[config.mk]
export PLATFORM = sky130hd
export DESIGN_NAME = foc_mul
export DESIGN_NICKNAME = d
export VERILOG_FILES = /design/src/foc_pkg.sv /design/src/foc_mul.sv
export SDC_FILE = /design/constraint.sdc
export NUM_CORES = 2
export LEC_CHECK = 0
export BUFFER_PORTS_ARGS = -buffer_cell sky130_fd_sc_hd__buf_2
export CORE_ASPECT_RATIO = 1.25
export CORE_UTILIZATION = 27
export CTS_CLUSTER_DIAMETER = 120
export DETAILED_ROUTE_END_ITERATION = 7
export SLEW_MARGIN = 40
export SYNTH_ARGS = -nofsm -noshare
export SYNTH_HDL_FRONTEND = slang
export SYNTH_SLANG_ARGS = --single-unit
export TNS_END_PERCENT = 10
[constraint.sdc]
create_clock -name clk -period 11.2 [get_ports clk]
set_input_delay 2.8 -clock clk [delete_from_list [all_inputs] [get_ports clk]]
set_output_delay 2.8 -clock clk [all_outputs]
set_load 0.03 [all_outputs]
[src/foc_pkg.sv]
// shared types, constants and helpers for the field-oriented current loop
package foc_pkg;

  // request and result payloads
  typedef struct packed {
    logic signed [15:0] current_a;
    logic signed [15:0] current_b;
    logic [15:0]        rotor_angle;
    logic signed [15:0] id_target;
    logic signed [15:0] iq_target;
    logic               speed_forward;
  } foc_req_t;

  typedef struct packed {
    logic [15:0]        compare_a;
    logic [15:0]        compare_b;
    logic [15:0]        compare_c;
    logic signed [15:0] volt_d;
    logic signed [15:0] volt_q;
  } foc_res_t;

  // register indexes
  typedef enum logic [2:0] {
    REG_KP_D        = 3'd0,
    REG_KI_D_FWD    = 3'd1,
    REG_KI_D_OTHER  = 3'd2,
    REG_KP_Q        = 3'd3,
    REG_KI_Q        = 3'd4,
    REG_VOLT_LIMIT  = 3'd5,
    REG_PWM_PERIOD  = 3'd6
  } foc_reg_t;

  localparam int ANGLE_BITS_DEF = 16;
  localparam int TRIG_DEPTH_DEF = 1024;

  localparam int MUL_W      = 34;
  localparam int CORDIC_W   = 34;
  localparam int CORDIC_N   = 18;

  localparam logic signed [CORDIC_W-1:0] CORDIC_K = 34'sd652032875;
  localparam logic signed [MUL_W-1:0] INV_SQRT3_Q16 = 34'sd37838;
  localparam logic signed [MUL_W-1:0] SQRT3_Q16     = 34'sd113512;
  localparam logic signed [39:0] DUTY_MIN  = 40'sd85899346;
  localparam logic signed [39:0] DUTY_MAX  = 40'sd4209067950;
  localparam logic signed [39:0] DUTY_HALF = 40'sd2147483648;

  // arctangent of 2^-i in units of 2^-32 turn
  function automatic logic signed [CORDIC_W-1:0] atan_turn(input logic [4:0] i);
    logic signed [CORDIC_W-1:0] r;
    case (i)
      5'd0:  r = 34'sd536870912;
      5'd1:  r = 34'sd316933406;
      5'd2:  r = 34'sd167458907;
      5'd3:  r = 34'sd85004756;
      5'd4:  r = 34'sd42667331;
      5'd5:  r = 34'sd21354465;
      5'd6:  r = 34'sd10680862;
      5'd7:  r = 34'sd5340245;
      5'd8:  r = 34'sd2670163;
      5'd9:  r = 34'sd1335087;
      5'd10: r = 34'sd667544;
      5'd11: r = 34'sd333772;
      5'd12: r = 34'sd166886;
      5'd13: r = 34'sd83443;
      5'd14: r = 34'sd41722;
      5'd15: r = 34'sd20861;
      5'd16: r = 34'sd10430;
      5'd17: r = 34'sd5215;
      default: r = '0;
    endcase
    return r;
  endfunction

  // Q30 to Q15, round half up, clamp to +-32767
  function automatic logic signed [15:0] to_q15(input logic signed [CORDIC_W-1:0] v);
    logic signed [CORDIC_W-1:0] t;
    t = (v + 34'sd16384) >>> 15;
    if (t > 34'sd32767) return 16'sd32767;
    if (t < -34'sd32767) return -16'sd32767;
    return t[15:0];
  endfunction

  // symmetric clamp to +-lim
  function automatic logic signed [63:0] clamp_sym(input logic signed [63:0] v,
                                                   input logic signed [63:0] lim);
    if (v > lim) return lim;
    if (v < -lim) return -lim;
    return v;
  endfunction

endpackage

[src/foc_mul.sv]
// shared signed multiplier with registered product
module foc_mul (
  input  logic                              clk,
  input  logic signed [foc_pkg::MUL_W-1:0]   a,
  input  logic signed [foc_pkg::MUL_W-1:0]   b,
  output logic signed [2*foc_pkg::MUL_W-1:0] p
);
  import foc_pkg::*;

  // one product per cycle
  always_ff @(posedge clk) begin
    p <= a * b;
  end

endmodule

==> results by group <==
Logic synthesis
  – Per-instance average area after synthesis: 9.448 sq um
  – Main area contributors after synthesis: sky130_fd_sc_hd__fa_1 58%, sky130_fd_sc_hd__inv_1 11%, sky130_fd_sc_hd__and2_1 9.0%
  – Commonest cells in the synthesized netlist: 1241 x sky130_fd_sc_hd__fa_1, 1231 x sky130_fd_sc_hd__inv_1, 621 x sky130_fd_sc_hd__and2_1
  – Register bit count reported by yosys: 68
  – Share of the synthesized area in the top cell type: 57.74%
  – Main flop type after synthesis: sky130_fd_sc_hd__dfxtp_1
  – Syn Std Cell Area: 43030 sq um
  – Post-synthesis cell count: 4554
  – Cell with the most instances after synthesis: sky130_fd_sc_hd__fa_1
  – Post-synthesis cell type count: 69
  – Post-synthesis async set-or-reset flop share: 0%
  – Sequential element share of the synthesized area: 3.164%
  – Net count after synthesis: 6068
  – Biggest area consumer among synthesized cells: sky130_fd_sc_hd__fa_1
  – Number of enable-type register cells in the synthesized netlist: 0
  – Yosys synthesis warning count: 0

Drt
  – Wire length per cell: 18.07 microns
  – Number of iterations in the first detailed-routing pass: 7
  – Via count normalized by instance count: 4.466
  – Antenna-violating nets left: 0
  – Total via count in the routed design: 29660
  – DRC viols: 0
  – Iteration-0 DRC count of the detailed router: 1619
  – Total wire length after detailed routing: 120.0 mm

Clock tree
  – Number of buffers created by CTS: 9
  – Count of cells resized by post-cts repair: 0
  – Maximum root-to-sink buffer count: 2
  – Number of H-tree levels: 3
  – Setup Buffers After CTS: 0
  – Sink Count: 68
  – TritonCTS clock tree: yes
  – Clock Tree Root: sky130_fd_sc_hd__clkbuf_16
  – Hold buffer count at CTS: 0
  – CTS clk-pin slew, worst paths: 0.06 ns

Run
  – Max-cap violations: 0

STA
  – Final sum of negative setup slack: 0 ns
  – Final clock period utilization by the worst path: 93.22%
  – Max-slew violations: 0
  – RSZ-0062 raised after global routing: false
  – Highest clock rate: 95.78 MHz
  – Final Hold Vio Count: 0
  – Final setup viols: 0
  – Transition time of the tightest slew-check pin: 0.8890 ns
  – Worst slew margin relative to its limit: 39.96%
  – Shortest period the worst path allows: 10.44 ns

Final layout
  – Final-stage net count: 6082
  – Largest registers: p (68)
  – Largest register by flop count: p
  – Area growth syn-to-layout: 7.979%
  – Share of layout cells above drive strength 1: 6.145%
  – Max FFs per register: 68
  – Final Util: 29.39%

Worst setup path
  – Delay of the slowest cell on the worst path: 0.60 ns
  – Worst path bufs/invs: 6
  – Worst path top cell family by delay: adder cells
  – Kind of critical path: primary input to flop
  – Cell seen most often among critical-path stages: sky130_fd_sc_hd__fa_1
  – Slowest CP cell: sky130_fd_sc_hd__fa_1
  – Signal arrival time at the worst endpoint: 10.76 ns
  – Kind of capture point of the worst setup path: flop
  – Crit path required time: 11.52 ns
  – Critical-path maximum fanout: 21
  – Startpoint class of the critical path: primary input

Global routing
  – Global-route usage over all layers: 15.75%
  – Global-route congestion overflow total: 0
  – First-pass GRT wire length: 194.0 mm
  – Maximum number of pins on one net before global-route repair: 35
  – Number of global-route vias before repair: 34530
  – Number of antenna violations at the first check in global routing: 19

Worst hold path
  – Worst hold-check path type: primary input to flop
  – Hold EP: p[0]$_DFF_P_
  – WHS Path Cells: 2
  – Start point of the worst hold path: b[0]

Die
  – Starting utilization of the core area: 27.22%
  – # rows: 163
  – Die boundary height: 448.3 microns
  – Total core area: 158100 sq um
  – Die footprint: 161000 sq um
  – I/O Pins: 137
  – Chip width: 359.1 microns

Placement
  – Final HPWL DP: 103.3 mm
  – Total of buffers placed on input and output ports: 136
  – Gp weighted congestion: 0.8560

Run status
  – Result of the run: finished, final reports clean
-- worst max-delay path by stage --
stage                     startpoint             to  slack [ns]  cells after the start
final                          a[11]  p[61]$_DFF_P_        0.76                     26
after global routing           a[11]  p[67]$_DFF_P_        0.42                     25
after floorplan                a[33]  p[65]$_DFF_P_        0.91                     24
after CTS                      a[11]  p[61]$_DFF_P_        0.76                     26
after global placement         b[10]  p[66]$_DFF_P_        0.17                     25
after detailed placement       a[11]  p[61]$_DFF_P_        0.30                     26
-- cell type report --
cell class / count / area (sq um)
timing repair buffer: 231 / 1409
multi-input combinational: 3026 / 36150
sequential: 68 / 1361
inverter: 1232 / 4624
fill: 16590 / 111600
antenna: 6 / 15.01
clock inverter: 7 / 98.84
clock buffer: 9 / 225.2
tap: 2062 / 2580
-- stage by stage --
stage / worst slack [ns] / hold slack [ns] / cells / cell area [sq um]
floorplan: 0.9099 / 2.927 / 4554 / 43030
global placement: 0.1677 / 3.233 / 6619 / 46110
detailed placement: 0.2972 / 3.234 / 6619 / 46120
CTS: 0.7592 / 2.935 / 6635 / 46450
global route: 0.4182 / 2.966 / 6639 / 46460
finish: 0.7589 / 2.974 / 6641 / 46460
-- logic make-up (layout without fill, tap and decap cells) --
logic type,after synthesis,count (layout),synth area share (%)
AO/OA/AOI/OAI,206,206,3.347
XOR/XNOR,79,79,1.608
adder cells (fa/ha/maj),1445,1445,63.67
buffers and inverters,1460,1479,12.84
flip-flops,68,68,3.164
other,0,6,0
AND/OR/NAND/NOR,1296,1296,15.37
-- cell usage in the layout, fill, tap and decap left out, drive strengths merged, types with 3 or more instances in the layout --
cell type,count
o211ai,3
ha,204
a221oi,4
or2,4
o41ai,6
nand2,542
clkinv,4
o21ai,41
and2,623
a21oi,63
xnor2,56
nor2,56
o21a,4
inv,1232
o21bai,12
nand3,11
a211o,3
nor2b,9
a21o,37
clkbuf,9
a31oi,10
nor3,5
nand4,11
fa,1241
dfxtp,68
xor2,23
buf,231
a211oi,7
diode,6
and3,8
nand2b,20
-- routing by layer --
layer  vias to the layer above  track usage, %  share of wire [%]
met5                         -               0               0.12
met4                        20           7.017                4.3
met3                       236           2.104                4.3
met2                       701           30.17                 55
met1                     15880           17.17                 36
li1                      12820               -                  -
Power is not shown: default switching activity piles up to over one toggle a cycle in this logic, so the estimate is an artifact.
